**config.mk**
```make
export PLATFORM = sky130hd
export DESIGN_NAME = ogmr_mul
export DESIGN_NICKNAME = d
export VERILOG_FILES = /design/src/rtl/ogmr_pkg.sv /design/src/rtl/ogmr_mul.sv
export SDC_FILE = /design/constraint.sdc
export NUM_CORES = 1
export LEC_CHECK = 0
export BUFFER_PORTS_ARGS = -buffer_cell sky130_fd_sc_hd__buf_2
export CAP_MARGIN = 10
export CORE_UTILIZATION = 60
export CTS_CLUSTER_DIAMETER = 60
export DETAILED_ROUTE_END_ITERATION = 6
export PLACE_DENSITY_LB_ADDON = 0.25
export SYNTH_ARGS = -nofsm -noshare
export SYNTH_HDL_FRONTEND = slang
export SYNTH_SLANG_ARGS = --single-unit
```
**constraint.sdc**
```tcl
create_clock -name i_clk -period 8.7 [get_ports i_clk]
set_input_delay 1.74 -clock i_clk [delete_from_list [all_inputs] [get_ports i_clk]]
set_output_delay 1.74 -clock i_clk [all_outputs]
set_load 0.05 [all_outputs]
```
**src/rtl/ogmr_pkg.sv**
```systemverilog
`timescale 1ns / 1ps
// ----------------------------------------------------------------------------
// ogmr_pkg
// Shared constants of the occupancy grid max-pool resampler: register map,
// opcodes, cost codes and the widths of the shared multiplier and reciprocal.
// ----------------------------------------------------------------------------
package ogmr_pkg;

    localparam int CFG_IDX_W  = 3;
    localparam int CFG_DATA_W = 16;

    localparam logic [CFG_IDX_W-1:0] CFG_SRC_WIDTH  = 3'd0;
    localparam logic [CFG_IDX_W-1:0] CFG_SRC_HEIGHT = 3'd1;
    localparam logic [CFG_IDX_W-1:0] CFG_SCALE      = 3'd2;
    localparam logic [CFG_IDX_W-1:0] CFG_LETHAL     = 3'd3;
    localparam logic [CFG_IDX_W-1:0] CFG_UNKNOWN    = 3'd4;
    localparam logic [CFG_IDX_W-1:0] CFG_TRACK      = 3'd5;
    localparam logic [CFG_IDX_W-1:0] CFG_TRINARY    = 3'd6;

    localparam logic OP_LOAD  = 1'b0;
    localparam logic OP_QUERY = 1'b1;

    localparam logic [7:0] COST_FREE    = 8'd0;
    localparam logic [7:0] COST_LETHAL  = 8'd254;
    localparam logic [7:0] COST_UNKNOWN = 8'd255;

    // reciprocal of the lethal threshold, ceil(2^RECIP_SHIFT / t)
    localparam int DIVISOR_W   = 7;
    localparam int RECIP_SHIFT = 22;
    localparam int RECIP_W     = RECIP_SHIFT + 1;

    localparam int MUL_A_W = 16;
    localparam int MUL_B_W = RECIP_W;
    localparam int MUL_P_W = MUL_A_W + MUL_B_W;

endpackage

```
**src/rtl/ogmr_mul.sv**
```systemverilog
`timescale 1ns / 1ps
// ----------------------------------------------------------------------------
// ogmr_mul
// Shared unsigned multiplier with a registered product, one result per cycle.
// ----------------------------------------------------------------------------
module ogmr_mul (
    input  logic                         i_clk,
    input  logic [ogmr_pkg::MUL_A_W-1:0] i_a,
    input  logic [ogmr_pkg::MUL_B_W-1:0] i_b,
    output logic [ogmr_pkg::MUL_P_W-1:0] o_p
);

    import ogmr_pkg::*;

    logic [MUL_P_W-1:0] r_p;

    always_ff @(posedge i_clk) begin
        r_p <= MUL_P_W'(i_a) * MUL_P_W'(i_b);
    end

    assign o_p = r_p;

endmodule

```
# Word-level counts from Yosys, hierarchy flattened
# Cells that the tools add are included.
# totals
out_inout_bits	39
elab_cells	2
inputBits	40
ff_bits	39
# op_classes
n_mul	1
# ops
cell	n
multiplier 16 x 23 -> 39 bit	1

# Longest topological paths before layout
# Gate-level depths: netlist of the first run.
# logic_depth
ltp_word	1
depth_mapped	24
mapped_depth_nobuf	22

# Worst setup path after synthesis of the first run
# Ideal clock, no wire load.
# synth_path
path_type	input port to flip-flop
startpoint	input port i_b[12] (netlist bit)
endpoint	register r_p[38], in the netlist o_p[38]
required_time_ns	8.612
setup_time_ns	0.088
t_arrival_ns	7.202
slack_ns	1.410
stages	23
n_path_buf	2
path_cell_list	clkbuf_1 nand2_1 fa_1 inv_1 fa_1 inv_1 fa_1 inv_1 fa_1 fa_1 inv_1 fa_1 inv_1 ha_1 buf_6 a21oi_2 o211ai_1 a221oi_4 o31ai_4 o41ai_4 o221ai_2 and4_1 a311oi_2
# synth_between
elab_chain_cells	1
# synth_lines
item	line	rtl
from (decl)	ogmr_mul.sv:9	input logic [ogmr_pkg::MUL_B_W-1:0] i_b,
multiplier 16 x 23 -> 39 bit	ogmr_mul.sv:18	r_p <= MUL_P_W'(i_a) * MUL_P_W'(i_b);
to (signal assigned)	ogmr_mul.sv:18	
to (decl)	ogmr_mul.sv:15	logic [MUL_P_W-1:0] r_p;
# Every way passes these cells.

# Worst setup path in the final report of the first run
# layout_path
startpoint	input port i_a[1] (netlist bit)
endpoint	register r_p[36], in the netlist o_p[36]
# layout_between
elab_chain_cells	1
# layout_lines
item	line	rtl
from (decl)	ogmr_mul.sv:8	input logic [ogmr_pkg::MUL_A_W-1:0] i_a,
multiplier 16 x 23 -> 39 bit	ogmr_mul.sv:18	
# Every way passes these cells.

==> results of run 1 <==
[worst paths after layout]
kind / start / endpoint / cells past startpoint
hold / removal: i_b[0] / o_p[0] / 2
setup / recovery: i_a[1] / o_p[36] / 21
[cells by family after synthesis]
logic type,Yosys count,synth area share
adder cells (fa/ha/maj),403,0.567
AO/OA/AOI/OAI,104,0.0647
AND/OR/NAND/NOR,442,0.166
buffers and inverters,400,0.118
XOR/XNOR,31,0.0213
flip-flops,39,0.0612
multiplexers,1,0.000785
[routing by layer]
layer	share of wire	vias to the layer above	track usage
met2	0.55	331	0.570
met1	0.35	4881	0.356
met4	0.051	0	0.171
met5	0	-	0
li1	-	4217	-
met3	0.047	94	0.0324
[stage by stage]
| stage | utilization | setup slack (ns) |
|---|---|---|
| floorplan | - | 1.41 |
| global placement | 0.645 | 0.926 |
| detailed placement | 0.645 | 0.845 |
| CTS | 0.653 | 1.15 |
| global route | 0.653 | 0.856 |
| finish | 0.653 | 1.12 |
[layout make-up]
type	count	area, µm²	share of cell area
clock buffer	6	139	0.0103
clock inverter	2	35.0	0.00261
inverter	341	1280	0.0953
multi-input combinational	981	10500	0.779
sequential	39	781	0.0581
tap	270	338	0.0252
timing repair buffer	78	390	0.0291
[layout by cell type, fill, tap and decap left out, types with 2 or more instances in the layout]
master,count
dfxtp_1,39
a211oi_2,2
and3_1,2
o31ai_4,2
inv_1,341
nor3_1,5
clkbuf_16,5
buf_2,78
o211ai_1,3
ha_1,111
nand4_1,2
nor2_1,20
a31oi_1,4
a21oi_1,28
a211oi_1,5
o21ai_0,11
o21a_1,4
and2_1,157
nand2_1,234
nor2b_1,4
nand2b_1,4
or2_2,2
and4_1,2
xnor2_1,25
xor2_1,6
a21o_1,14
fa_1,292
a21oi_2,2
a41oi_1,3
o41ai_4,2
o21ai_1,7
a2111oi_2,2
nand3_1,7
or3_1,2
==> results.toml, run 1 <==
[die]
die_area_um2 = 21800
initial_core_util = 0.620
dieHeight_um = 148
die_w_um = 148
core_area_um2 = 20600
rows = 52
io_pins = 79

[routing]
routed-via-count = 9523
drc = 0
wirelength_mm = 30.9
wire_per_inst_um = 18.0
drtPass1Iterations = 4
ant_nets = 0
vias_per_cell = 5.55
drtIter0Drc = 402

[min_path]
holdCritPathClass = "in -> reg"

[clock_tree]
cts_buffer_depth = 2
cts_setup_buffers = 0
cts_tree = "built"
cts_made_buffers = 5
htree_levels = 2
cts-root-buf = "clkbuf_16"
clkSinkCount = 39
cts.clk_slew.worst_paths_ns = 0.06
cts_hold_repair.buffers = 0
ctsResizeCount = 0

[timing]
setup_tns_ns = 0
grt_setup_unrepaired = "false"
setup_viol_count_final = 0
slew_headroom = 0.659
worst_slew_pin_slew_ns = 0.512
timing.fmax_mhz = 132
drv_slew = 0
finalHoldViolations = 0
period_share = 0.871
min_period_ns = 7.58
hold_slack_ns = 1.90

[logic_synthesis]
ys_seq_area_frac = 0.0612
syn-num-nets = 1863
yosysUniqueCellTypes = 51
async_reset_ff_frac = 0
yosys-top-cells-count = "inv_1, fa_1, nand2_1"
synth_area_leader_cell = "fa_1"
synth_seq_cells = 39
synth_cells = 1420
synth_area_leaders = "fa_1, ha_1, inv_1"
synth-edff-count = 0
post_synth_instance_area_um2 = 12800
yosysWarnings = 0
synth_top_area_share = 0.458
synthFlopType = "dfxtp_1"
synth.most_common_cell = "inv_1"
avgSynthCellArea_um2 = 8.98

[worst_setup_path]
start_kind = "input pin"
crit_slowest_cell = "fa_1"
critPathTopFamily = "adder cells"
worst-path-buf-inv = 6
cpMostUsedCell = "fa_1"
critical_path_arrival_ns = 7.76
path_class = "in -> reg"
max_stage_delay_ns = 0.55
worstPathCellList = "buf_2 > nand2_1 > fa_1 > inv_1 > fa_1 > inv_1 > fa_1 > inv_1 > fa_1 > fa_1 > inv_1 > fa_1 > inv_1 > ha_1 > nand4_1 > or3_1 > o31ai_4 > a211oi_1 > o21ai_1 > a221oi_1 > xnor2_1"
critPathMaxFanout = 23
worst_setup_path_end_kind = "flop"
required_ns = 8.88

[placed_design]
hpwl_mm = 24.9
placed_cells = 1709
dpl_cell_area_um2 = 13300
gp_congestion = 0.912
portBuffers = 78

[run_status]
run_status = "finished, final reports clean"

[finish]
drive_gt1_frac = 0.0726
n_antenna_cell = 0
final_cell_count_no_fill = 1717
area_growth_pct = 5.28
final_cell_area_um2 = 13400
largest_reg_flops = 39
nets = 1889
fill_cells = 1772

[global_routing]
grt_max_degree = 24
overflow = 0
grt_pass1_vias = 10400
grt_usage = 0.311
antenna_found_initial = 0
grt_pass1_wl_mm = 51.6

[job]
cap_viol_max_count = 0
Power of run 1 is left out: the tool's default activity adds up to more than one toggle a clock period on the data nets, which glitch-free logic cannot reach.
==> inputs of run 2 (changes only) <==
--- a/config.mk
+++ b/config.mk
@@ -7,10 +7,12 @@
 export LEC_CHECK = 0
 export BUFFER_PORTS_ARGS = -buffer_cell sky130_fd_sc_hd__buf_2
 export CAP_MARGIN = 10
+export CORE_ASPECT_RATIO = 2
 export CORE_UTILIZATION = 60
 export CTS_CLUSTER_DIAMETER = 60
 export DETAILED_ROUTE_END_ITERATION = 6
-export PLACE_DENSITY_LB_ADDON = 0.25
+export GPL_TIMING_DRIVEN = 0
+export PLACE_DENSITY = 0.86
 export SYNTH_ARGS = -nofsm -noshare
 export SYNTH_HDL_FRONTEND = slang
 export SYNTH_SLANG_ARGS = --single-unit
==> run 2 against run 1 <==
Via count increased by 7.2%; cell count increased by 3.2%; critical endpoint unchanged; global-route usage increased by 5.5 points.
==> results.toml, run 2 (synthesis results as in run 1) <==
[die]
dieHeight_um = 208
core_area_um2 = 20900
io_pins = 79
die_area_um2 = 21900
rows = 75
initial_core_util = 0.610
die_w_um = 105

[clock_tree]
cts-root-buf = "clkbuf_16"
cts_made_buffers = 5
cts_buffer_depth = 2
cts.clk_slew.worst_paths_ns = 0.06
cts_hold_repair.buffers = 0
clkSinkCount = 39
htree_levels = 2
cts_tree = "built"

[timing]
grt_setup_unrepaired = "false"
min_period_ns = 8.52
hold_slack_ns = 1.75
period_share = 0.979
worst_slew_pin_slew_ns = 0.881
postLayoutSetupSlackWorst_ns = 0.180
setup_viol_count_final = 0
timing.fmax_mhz = 117
slew_headroom = 0.413
drv_slew = 0
finalHoldViolations = 0

[global_routing]
grt_pass1_vias = 11500
busiest_layer = "met2"
antenna_found_initial = 1
grt_usage = 0.366
grt_pass1_wl_mm = 58.8
grt_util_met2 = 0.655
use_met1 = 0.327
grtUsageMet3 = 0.0664
grt_max_degree = 12
overflow = 0

[finish]
final_cell_area_um2 = 13600
nets = 1944
largest_reg_flops = 39
layout_commonest_cell = "inv_1"
drive_gt1_frac = 0.0706
final_cell_mix = "inv_1, fa_1, nand2_1"
area_growth_pct = 6.84

[routing]
routed-via-count = 10200
ant_nets = 0
drtPass1Iterations = 5
vias_per_cell = 5.76
wire_per_inst_um = 21.1
wirelength_mm = 37.3
drc = 0
drtIter0Drc = 513

[placed_design]
dpl_cell_area_um2 = 13500
portBuffers = 78
gp_congestion = 0.999
dp_slack_ns = -0.0854
hpwl_mm = 31.2

[worst_setup_path]
required_ns = 8.87
path_class = "in -> reg"
critPathMaxFanout = 10
worst_setup_path_end_kind = "flop"
critical_path_arrival_ns = 8.69
start_kind = "input pin"

[job]
cap_viol_max_count = 0

[min_path]
holdCritPathClass = "in -> reg"

[run_status]
run_status = "finished, final reports clean"
## run 2: routing by layer
layer | share of wire | up-vias
li1 | - | 4340
met1 | 0.28 | 5075
met2 | 0.52 | 531
met3 | 0.070 | 263
met4 | 0.13 | 0
met5 | 0 | -
## run 2: layout make-up
cell class	count	area (µm²)
Antenna cell	1	2.50
Buffer	55	215
Clock buffer	8	156
Fill cell	1730	7300
Inverter	341	1280
Multi-Input combinational cell	981	10500
Sequential cell	39	781
Tap cell	269	337
Timing Repair Buffer	78	390
## run 2: worst max-delay path, stage by stage
cell      delay, ns
buf_2          0.24
clkbuf_1       0.59
nand2_1        0.14
fa_1           0.50
inv_1          0.06
fa_1           0.53
inv_1          0.05
fa_1           0.49
inv_1          0.05
fa_1           0.54
fa_1           0.51
inv_1          0.05
fa_1           0.47
inv_1          0.04
ha_1           0.27
buf_6          0.12
nand4_1        0.31
or3_1          0.49
o31ai_4        0.42
a211oi_1       0.18
o21ai_1        0.43
a221oi_1       0.25
xnor2_1        0.19
## run 2: through the flow
| step | util | cells | TNS, ns |
|---|---|---|---|
| after floorplan | - | 1420 | 0 |
| after global placement | 0.644 | 1767 | -0.0509 |
| after detailed placement | 0.644 | 1767 | -0.0854 |
| after CTS | 0.652 | 1775 | 0 |
| after global routing | 0.651 | 1771 | 0 |
| final | 0.651 | 1772 | 0 |
## run 2: worst paths after layout
| path | from | to | slack (ns) | cells after the start |
|---|---|---|---|---|
| setup / recovery | i_a[3] | o_p[36] | 0.18 | 23 |
| hold / removal | i_b[0] | o_p[0] | 1.75 | 2 |
## run 2: repair_timing
| action | CTS | global route |
|---|---|---|
| resized for setup | 0 | 2 |
| setup buffers | 0 | 0 |
| setup endpoints to repair | 0 | 1 |
Power of run 2 is left out for the same reason.
