===== config.mk =====
export PLATFORM = sky130hd
export DESIGN_NAME = ogmr_recip
export DESIGN_NICKNAME = d
export VERILOG_FILES = /design/src/rtl/ogmr_pkg.sv /design/src/rtl/ogmr_recip.sv
export SDC_FILE = /design/constraint.sdc
export NUM_CORES = 1
export LEC_CHECK = 0
export BUFFER_PORTS_ARGS = -buffer_cell sky130_fd_sc_hd__buf_2
export CORE_MARGIN = 2
export CORE_UTILIZATION = 52
export DETAILED_ROUTE_END_ITERATION = 8
export PLACE_DENSITY = 0.77
export REMOVE_ABC_BUFFERS = 1
export SYNTH_ARGS = -nofsm -noshare
export SYNTH_HDL_FRONTEND = slang
export SYNTH_SLANG_ARGS = --single-unit
export TNS_END_PERCENT = 30

===== constraint.sdc =====
create_clock -name i_clk -period 2.2 [get_ports i_clk]
set_input_delay 0.33 -clock i_clk [delete_from_list [all_inputs] [get_ports i_clk]]
set_output_delay 0.33 -clock i_clk [all_outputs]
set_load 0.05 [all_outputs]

===== src/rtl/ogmr_pkg.sv =====
`timescale 1ns / 1ps
// ----------------------------------------------------------------------------
// ogmr_pkg
// Shared constants of the occupancy grid max-pool resampler: register map,
// opcodes, cost codes and the widths of the shared multiplier and reciprocal.
// ----------------------------------------------------------------------------
package ogmr_pkg;

    localparam int CFG_IDX_W  = 3;
    localparam int CFG_DATA_W = 16;

    localparam logic [CFG_IDX_W-1:0] CFG_SRC_WIDTH  = 3'd0;
    localparam logic [CFG_IDX_W-1:0] CFG_SRC_HEIGHT = 3'd1;
    localparam logic [CFG_IDX_W-1:0] CFG_SCALE      = 3'd2;
    localparam logic [CFG_IDX_W-1:0] CFG_LETHAL     = 3'd3;
    localparam logic [CFG_IDX_W-1:0] CFG_UNKNOWN    = 3'd4;
    localparam logic [CFG_IDX_W-1:0] CFG_TRACK      = 3'd5;
    localparam logic [CFG_IDX_W-1:0] CFG_TRINARY    = 3'd6;

    localparam logic OP_LOAD  = 1'b0;
    localparam logic OP_QUERY = 1'b1;

    localparam logic [7:0] COST_FREE    = 8'd0;
    localparam logic [7:0] COST_LETHAL  = 8'd254;
    localparam logic [7:0] COST_UNKNOWN = 8'd255;

    // reciprocal of the lethal threshold, ceil(2^RECIP_SHIFT / t)
    localparam int DIVISOR_W   = 7;
    localparam int RECIP_SHIFT = 22;
    localparam int RECIP_W     = RECIP_SHIFT + 1;

    localparam int MUL_A_W = 16;
    localparam int MUL_B_W = RECIP_W;
    localparam int MUL_P_W = MUL_A_W + MUL_B_W;

endpackage


===== src/rtl/ogmr_recip.sv =====
`timescale 1ns / 1ps
// ----------------------------------------------------------------------------
// ogmr_recip
// Bit-serial restoring divider that forms ceil(2^22 / t) for the lethal
// threshold t, one quotient bit per cycle.
// ----------------------------------------------------------------------------
module ogmr_recip (
    input  logic                           i_clk,
    input  logic                           i_rst_n,
    input  logic                           i_start,
    input  logic [ogmr_pkg::DIVISOR_W-1:0] i_divisor,
    output logic                           o_busy,
    output logic [ogmr_pkg::RECIP_W-1:0]   o_recip
);

    import ogmr_pkg::*;

    localparam int CNT_W = $clog2(RECIP_W);

    logic                 r_busy;
    logic [CNT_W-1:0]     r_cnt;
    logic [DIVISOR_W-1:0] r_div;
    logic [DIVISOR_W-1:0] r_rem;
    logic [RECIP_W-1:0]   r_num;
    logic [RECIP_W-1:0]   r_quo;

    logic [DIVISOR_W:0]   trial;
    logic [DIVISOR_W:0]   diff;
    logic                 fits;

    always_comb begin
        trial = {r_rem, r_num[RECIP_W-1]};
        diff  = trial - {1'b0, r_div};
        fits  = trial >= {1'b0, r_div};
    end

    always_ff @(posedge i_clk) begin
        if (!i_rst_n) begin
            r_busy <= 1'b0;
        end else if (i_start) begin
            r_busy <= 1'b1;
        end else if (r_busy && r_cnt == CNT_W'(RECIP_W - 1)) begin
            r_busy <= 1'b0;
        end
    end

    always_ff @(posedge i_clk) begin
        if (i_start) begin
            r_div <= i_divisor;
            r_rem <= '0;
            r_cnt <= '0;
            r_num <= (RECIP_W'(1) << RECIP_SHIFT) + RECIP_W'(i_divisor) - RECIP_W'(1);
        end else if (r_busy) begin
            r_rem <= fits ? diff[DIVISOR_W-1:0] : trial[DIVISOR_W-1:0];
            r_quo <= {r_quo[RECIP_W-2:0], fits};
            r_num <= {r_num[RECIP_W-2:0], 1'b0};
            r_cnt <= r_cnt + CNT_W'(1);
        end
    end

    assign o_busy  = r_busy;
    assign o_recip = r_quo;

endmodule


# Word-level counts from Yosys, hierarchy flattened
# Index checks and enable logic that the tools add are counted.
# totals
regBits	66
input_bits	10
output_inout_bits	24
wordCells	22
# op_classes
addsub	4
order_cmp	1
n_eq_ne	1
n_mux	5
bitwise_logic	1
reduce_logical	4
# op_table
cell	count
$mux 23	2
$add 23x7->23 const A	1
$sub 23x1->23 const B	1
$ge 8x7->1	1
$mux 7	1
$sub 7x7->7	1
$add 5x1->5 const B	1
$eq 5x5->1 const B	1
$reduce_bool 2->1	2
$mux 1	2
$reduce_and 2->1	1
$logic_and 1x1->1	1
$not 1->1	1

# Longest topological paths before layout
# Gate-level depths: netlist of the first run.
# depth
ltp_word	4
ltp_mapped	9
ltp_nobuf	8

# Worst setup path before layout of the first run
# Ideal clock, no wire load.
# synth_path
kind	register -> register
from	register r_busy, in the netlist o_busy
to	register r_rem[5]
setup_ns	0.079
t_arrival_ns	2.154
required_time_ns	2.121
slack_ns	-0.033
path_stages_with_launch	5
n_path_buf	1
synth_period_minus_slack_ns	2.233
path_cell_list	dfxtp_1 nor2b_1 clkbuf_1 o221ai_1 o211ai_1
# synth_lines
element	line_no	source
start, declared	ogmr_recip.sv:20	logic r_busy;
start signal, assigned	ogmr_recip.sv:39	r_busy <= 1'b0;
start signal, assigned	ogmr_recip.sv:41	r_busy <= 1'b1;
start signal, assigned	ogmr_recip.sv:43	r_busy <= 1'b0;
end signal, assigned	ogmr_recip.sv:54	r_rem <= fits ? diff[DIVISOR_W-1:0] : trial[DIVISOR_W-1:0];
end, declared	ogmr_recip.sv:23	logic [DIVISOR_W-1:0] r_rem;

# Worst setup path in the final report of the first run
# layout_path
from	register r_num[22]
to	register r_rem[1]
# layout_between
elab_chain_len	2
word_cells_on_any_way	3
cone_classes	add/sub (1); order compare (1); mux (1)
# layout_lines
element	line_no	source
start, declared	ogmr_recip.sv:24	logic [RECIP_W-1:0] r_num;
start signal, assigned	ogmr_recip.sv:52	r_num <= (RECIP_W'(1) << RECIP_SHIFT) + RECIP_W'(i_divisor) - RECIP_W'(1);
start signal, assigned	ogmr_recip.sv:56	r_num <= {r_num[RECIP_W-2:0], 1'b0};
$sub 7x7->7 or $ge 8x7->1 (tied branches)	ogmr_recip.sv:33, ogmr_recip.sv:34	
$mux 7 (*)	ogmr_recip.sv:54	
# Mark *: on every way between the ends. The rest lies on a longest branch, timed or not.
# A chain may end at the register's enable or synchronous reset.

==> impl_results.md, run 1 <==
- Die footprint: 6190 um2
- Flops & latches, synth: 66
- Area delta synth->final: 18.9%
- Latest clock arrival within the worst-skew pair: 0.34 ns
- Clock root cell: clkbuf_8
- Met3 Use GR: 6.48%
- Critical Path RT: 2.43 ns
- Final HPWL DP: 3280 um
- Pwr Density: 852 nW/um2
- Area after DPL: 3170 um2
- EDFF count, synth: 53
- Fin Hold WS: 0.208 ns
- Yosys top cell by area: edfxtp_1
- Core area: 5440 um2
- Maximum buffer depth of the clock tree: 2
- LEAKAGE: 1.39 nW
- Max-cap viol count: 0
- Slew Limit Fails: 0
- Initial DRC Count: 105
- Met2 Usage GRT: 25.9%
- CP peak stage delay: 0.39 ns
- Setup Crit Path Kind: reg -> reg
- Total number of vias: 1845
- Overflow after GRT: 0
- Vias per cell: 5.14
- Final count of hold timing violations: 0
- Slew @ Worst Pin: 0.474 ns
- Routed Antenna Nets: 0
- Crit share post-route: 97.2%
- Register-to-register setup slack: 0.06 ns
- Crit-path leading delay family: simple AND/OR/NAND/NOR gates
- Setup violations, final: 0
- Outcome: finished, final reports clean
- Yosys Warn Count: 0
- Die Span X: 78.7 um
- Slew headroom: 68.1%
- Buffers on Ports: 33
- Avg Cell Area, Syn: 12.2 um2
- Met1 Track Usage GR: 20.1%
- R2r endpoint: r_rem[1]
- CP startpoint kind: register
- Critical-path top delay cell: edfxtp_1
- CP endpoint kind: register
- Initial antenna violation count: 0
- Gr usage total: 16.2%
- Peak VDD IR: 0.540 mV
- # rows: 27
- Initial Util: 53.3%
- Boundary pin count: 34
- WHS Path Cells: 1
- Clock transition at the registers of the reported paths: 0.07 ns
- Mapped Area: 2900 um2
- Hold EP: r_div[6]
- Chip height: 78.7 um
- Pin count of the biggest net entering global routing: 25
- Number of global-route vias before repair: 1690
- Crit path launch: r_num[22]
- Nets: 304
- Residual DRC: 0
- CTS sink count: 66
- Cell Chain, Critical Path: inv_1 > ha_1 > fa_2 > and2b_2 > o22ai_4 > a31oi_4 > or3_1 > a32o_1
- Top-count cell post-synth: edfxtp_1
- Ant. Diodes: 0
- Async SR Flop Fraction: 0%
- Cells on worst reg2reg path: 8
- Setup ws final: 0.0620 ns
- Synth area leaders: edfxtp_1 55%, dfxtp_1 9.0%, ha_1 4.7%, inv_1 4.3%, o21ai_0 3.4%
- Main flop type after synthesis: edfxtp_1
- CP bufs+invs: 1
- Dpl ws: 0.0177 ns
- Most crowded layer after global routing: met2
- Hold_buf cts: 0
- Min Tclk post-route: 2.14 ns
- Skew final: 0.00743 ns
- Yosys top cell area share: 54.9%
- TritonRoute pass-1 iters: 4
- CTS tree: built
- Hold WC Path Type: in -> reg
- Gp weighted congestion: 0.803
- Routed WL per cell: 13.5 um
- Design area: 3450 um2
- CP max FO: 5
- Reg2Reg Launch Point: r_num[22]
- Seq/Total Area, Yosys: 63.8%
- Layout cells sized above 1: 23.3%
- Most instantiated cells after synthesis: 53 x edfxtp_1, 33 x inv_1, 20 x o21ai_0
- Routed wire length: 4850 um
- CTS Buf Count: 9
- RSZ-0062 raised after global routing: yes
- First-pass GRT wire length: 7600 um
- Unique cell type count in the Yosys netlist: 45
- Hold wc startpoint: i_divisor[6]
- FMAX: 468 MHz
- # H-tree levels: 3
- CP arrival: 2.37 ns
- Post-Syn Instances: 237
[state kept, by name, indices dropped and copies added, names as in the netlist]
name,count
o_busy,1
o_recip,23
r_cnt,5
r_div,7
r_num,23
r_rem,7
[cell type report]
cell class	count	area [um2]
Clock inverter	4	72.6
Sequential cell	66	1850
Clock buffer	12	165
Timing Repair Buffer	41	225
Fill cell	414	1990
Tap cell	72	90.1
Inverter	33	124
Multi-Input combinational cell	131	922
[where the power goes]
group          leakage, nW  internal, W  switching [W]
Combinational        0.646     0.000106       0.000202
Sequential           0.628      0.00143      0.0000330
Clock                0.119     0.000729       0.000436
[cells in the final DEF, fill, tap and decap left out, drive strengths merged, types with 3 or more instances in the layout]
master and n:
inv 33, a21oi 9, o21ai 21, clkbuf 12, buf 41, o221ai 3, o211ai 5, nand4 3
edfxtp 53, mux2i 4, nor2b 3, nand2b 4, ha 11, a31oi 3, nor2 15, or2 3
nand2 15, dfxtp 13, xor2 6
[logic make-up after synthesis]
| family | synth area share, % |
|---|---|
| xor gates and xnor gates | 2.41 |
| muxes | 1.77 |
| and+or+nand+nor | 9.57 |
| DFF | 63.8 |
| adders and majority gates | 5.43 |
| buffers and inverters | 5.56 |
| AOI/OAI and AO/OA | 11.4 |
[worst max-delay path by stage]
| stage | end | slack, ns | cells after the start |
|---|---|---|---|
| 3_5_place_dp | r_rem[2] | 0.02 | 8 |
| 4_1_cts | r_rem[2] | 0.004 | 8 |
| 6_report | r_rem[1] | 0.06 | 8 |
| 5_1_grt | r_rem[1] | -0.04 | 8 |
| 3_3_place_gp | r_rem[2] | 0.07 | 8 |
| 2_1_floorplan | r_rem[2] | -0.71 | 4 |
[routing by layer]
| metal | vias up | share of wire (%) |
|---|---|---|
| li1 | 937 | - |
| met1 | 865 | 46 |
| met2 | 36 | 48 |
| met3 | 7 | 4.7 |
| met4 | 0 | 0.87 |
| met5 | - | 0 |
[stage by stage]
step	util, %	TNS, ns	power, W	cells
after global placement	58.2	0	0.00178	340
after global routing	63.4	-0.0983	0.00306	359
after floorplan	-	-15.10	0.00169	229
after CTS	62.6	0	0.00295	356
after detailed placement	58.2	0	0.00179	340
final	63.4	0	0.00294	359
[timing repair]
action / CTS / global route
buffers inserted: 0 / 2
gates resized for setup: 0 / 4
setup endpoints to repair: 0 / 7
Power figures use the tool's default switching activity.
==> inputs of run 2 (changes only) <==
--- a/config.mk
+++ b/config.mk
@@ -5,9 +5,11 @@
 export SDC_FILE = /design/constraint.sdc
 export NUM_CORES = 1
 export LEC_CHECK = 0
+export ABC_AREA = 1
 export BUFFER_PORTS_ARGS = -buffer_cell sky130_fd_sc_hd__buf_2
 export CORE_MARGIN = 2
 export CORE_UTILIZATION = 52
+export CTS_CLUSTER_SIZE = 14
 export DETAILED_ROUTE_END_ITERATION = 8
 export PLACE_DENSITY = 0.77
 export REMOVE_ABC_BUFFERS = 1
==> impl_results.md, run 2 <==
- Design area: 3410 um2 (was 3450 um2)
- Top-count cell post-synth: nand2_1 (was edfxtp_1)
- Area delta synth->final: 16.6% (was 18.9%)
- Main flop type after synthesis: edfxtp_1 (unchanged)
- Synth area leaders: edfxtp_1 54%, nand2_1 12%, dfxtp_1 8.9%, ha_1 4.7%, inv_1 3.8% (was edfxtp_1 55%, dfxtp_1 9.0%, ha_1 4.7%, inv_1 4.3%, o21ai_0 3.4%)
- Post-Syn Instances: 277 (was 237)
- Cell Chain, Critical Path: ha_1 > fa_1 > inv_1 > nand2_1 > nand2_1 > nand2_1 > nand2_1 > nand2_1 > nand3b_1 > nand3_1 > nand2_1 (was inv_1 > ha_1 > fa_2 > and2b_2 > o22ai_4 > a31oi_4 > or3_1 > a32o_1)
- Post-cts resize count: 0 (unchanged)
- Area after DPL: 3190 um2 (was 3170 um2)
- Flops & latches, synth: 66 (unchanged)
- Crit path launch: r_div[0] (was r_num[22])
- CP startpoint kind: register (unchanged)
- # H-tree levels: 3 (unchanged)
- Residual DRC: 0 (unchanged)
- Peak VDD IR: 0.534 mV (was 0.540 mV)
- Clock transition at the registers of the reported paths: 0.07 ns (about the same)
- Slew headroom: 65.9% (was 68.1%)
- TritonRoute pass-1 iters: 4 (unchanged)
- Setup violations, final: 0 (unchanged)
- Critical-path top delay cell: fa_1 (was edfxtp_1)
- Core area: 5470 um2 (was 5440 um2)
- CP bufs+invs: 1 (unchanged)
- Unique cell type count in the Yosys netlist: 31 (was 45)
- CP peak stage delay: 0.40 ns (was 0.39 ns)
- Number of global-route vias before repair: 1849 (was 1690)
- Boundary pin count: 34 (unchanged)
- First-pass GRT wire length: 8030 um (was 7600 um)
- Overall power: 0.00292 W (was 0.00294 W)
- Gr usage total: 16.9% (was 16.2%)
- Routed wire length: 4890 um (was 4850 um)
- CP Depth: 11 (was 8)
- Die footprint: 6240 um2 (was 6190 um2)
- CTS sink count: 66 (unchanged)
- # rows: 27 (unchanged)
- Async SR Flop Fraction: 0% (unchanged)
- Most common cell after layout, fill and taps aside: nand2_1 (was edfxtp_1)
- R2r endpoint: r_rem[6] (was r_rem[1])
- FMAX: 536 MHz (was 468 MHz)
- Reg2Reg Launch Point: r_div[0] (was r_num[22])
- Clock root cell: clkbuf_8 (unchanged)
- Setup Crit Path Kind: reg -> reg (unchanged)
- Total number of vias: 1974 (was 1845)
- CTS Buf Count: 9 (unchanged)
- Min Tclk post-route: 1.87 ns (was 2.14 ns)
- Cells on worst reg2reg path: 11 (was 8)
- Mapped Area: 2930 um2 (was 2900 um2)
- Buffers on Ports: 33 (unchanged)
- Hold WC Path Type: in -> reg (unchanged)
- CP max FO: 7 (was 5)
- Initial antenna violation count: 0 (unchanged)
- Yosys Warn Count: 0 (unchanged)
- Ant. Diodes: 0 (unchanged)
- Die Span X: 79.0 um (was 78.7 um)
- Final HPWL DP: 3400 um (was 3280 um)
- CP endpoint kind: register (unchanged)
- Dpl ws: 0.344 ns (was 0.0177 ns)
- Critical Path RT: 2.48 ns (was 2.43 ns)
- Seq/Total Area, Yosys: 63.3% (was 63.8%)
- Avg Cell Area, Syn: 10.6 um2 (was 12.2 um2)
- Outcome: finished, final reports clean (unchanged)
- Nets: 342 (was 304)
- Final count of hold timing violations: 0 (unchanged)
- RSZ-0062 raised after global routing: no (was yes)
- Fin Hold WS: 0.201 ns (was 0.208 ns)
- Initial DRC Count: 74 (was 105)
- Maximum buffer depth of the clock tree: 2 (unchanged)
- Critical path's most frequent cell: nand2_1
- LEAKAGE: 1.55 nW (was 1.39 nW)
- Crit share post-route: 84.9% (was 97.2%)
- Chip height: 79.0 um (was 78.7 um)
- Setup ws final: 0.333 ns (was 0.0620 ns)
- Most frequent cells in the layout: 90 x nand2_1, 53 x edfxtp_1, 33 x buf_2 (was 53 x edfxtp_1, 33 x inv_1, 33 x buf_2)
- Routed Antenna Nets: 0 (unchanged)
- Crit-path leading delay family: simple AND/OR/NAND/NOR gates (unchanged)
- Hold_buf cts: 0 (unchanged)
- CTS tree: built (unchanged)
- Yosys top cell by area: edfxtp_1 (unchanged)
- Fin Setup TNS: 0 ns (unchanged)
- Vias per cell: 4.97 (was 5.14)
- Layout cells sized above 1: 20.0% (was 23.3%)
- Crit path to: r_rem[6] (was r_rem[1])
- Register-to-register setup slack: 0.33 ns (was 0.06 ns)
- Slew Limit Fails: 0 (unchanged)
- Setup repair bufs after CTS: 0 (unchanged)
- Initial Util: 53.5% (was 53.3%)
- WHS Path Cells: 1 (unchanged)
- Slew @ Worst Pin: 0.509 ns (was 0.474 ns)
- Gp weighted congestion: 0.849 (was 0.803)
- Skew final: 0.0107 ns (was 0.00743 ns)
- EDFF count, synth: 53 (unchanged)
- Fillers: 458 (was 414)
- Max-cap viol count: 0 (unchanged)
- Pwr Density: 857 nW/um2 (was 852 nW/um2)
- Latest clock arrival within the worst-skew pair: 0.34 ns (about the same)
- Overflow after GRT: 0 (unchanged)
- Routed WL per cell: 12.3 um (was 13.5 um)
- Pin count of the biggest net entering global routing: 31 (was 25)
- CP arrival: 2.14 ns (was 2.37 ns)
- Yosys top cell area share: 54.4% (was 54.9%)
- Most instantiated cells after synthesis: 90 x nand2_1, 53 x edfxtp_1, 30 x inv_1 (was 53 x edfxtp_1, 33 x inv_1, 20 x o21ai_0)
-- run 2: worst min path at each step --
stage	startpoint	to
3_3_place_gp	o_recip[21]	o_recip[22]
5_1_grt	i_divisor[1]	r_div[1]
4_1_cts	i_divisor[1]	r_div[1]
2_1_floorplan	i_start	r_cnt[2]
3_5_place_dp	o_recip[6]	o_recip[7]
6_report	i_divisor[1]	r_div[1]
-- run 2: metal layers --
| metal | routed length (um) | vias up | global-route usage (%) |
|---|---|---|---|
| li1 | - | 1015 | - |
| met4 | 81 | 0 | 7.24 |
| met3 | 222 | 7 | 5.45 |
| met5 | 0 | - | 0 |
| met1 | 2280 | 909 | 20.9 |
| met2 | 2310 | 43 | 27.2 |
-- run 2: logic make-up (layout without fill, tap and decap cells) --
| family | count (synthesis) | after routing | share of synthesized area, % |
|---|---|---|---|
| AO/OA/AOI/OAI | 18 | 18 | 3.98 |
| XOR/XNOR | 4 | 4 | 1.20 |
| adder cells (fa/ha/maj) | 12 | 12 | 5.39 |
| buffers and inverters | 39 | 87 | 5.22 |
| flip-flops | 66 | 66 | 63.3 |
| AND/OR/NAND/NOR | 138 | 138 | 20.9 |
-- run 2: area by class of cell --
class,instances,area [um2],share of cell area [%]
Timing Repair Buffer,36,188,5.50
Inverter,35,134,3.92
Sequential cell,66,1850,54.3
Multi-Input combinational cell,172,922,27.0
Clock inverter,7,103,3.01
Clock buffer,9,124,3.63
Tap cell,72,90.1,2.64
-- run 2: metrics by stage --
step | util, % | cells
after CTS | 62.3 | 397
after floorplan | - | 273
final | 62.3 | 397
after detailed placement | 58.2 | 381
after global placement | 58.2 | 381
after global routing | 62.3 | 397
-- run 2: report_power, final --
group | switching [W] | total [W] | leakage, nW | internal, W
Clock | 0.000475 | 0.00112 | 0.115 | 0.000649
Sequential | 0.0000321 | 0.00147 | 0.629 | 0.00144
Combinational | 0.000227 | 0.000331 | 0.805 | 0.000103
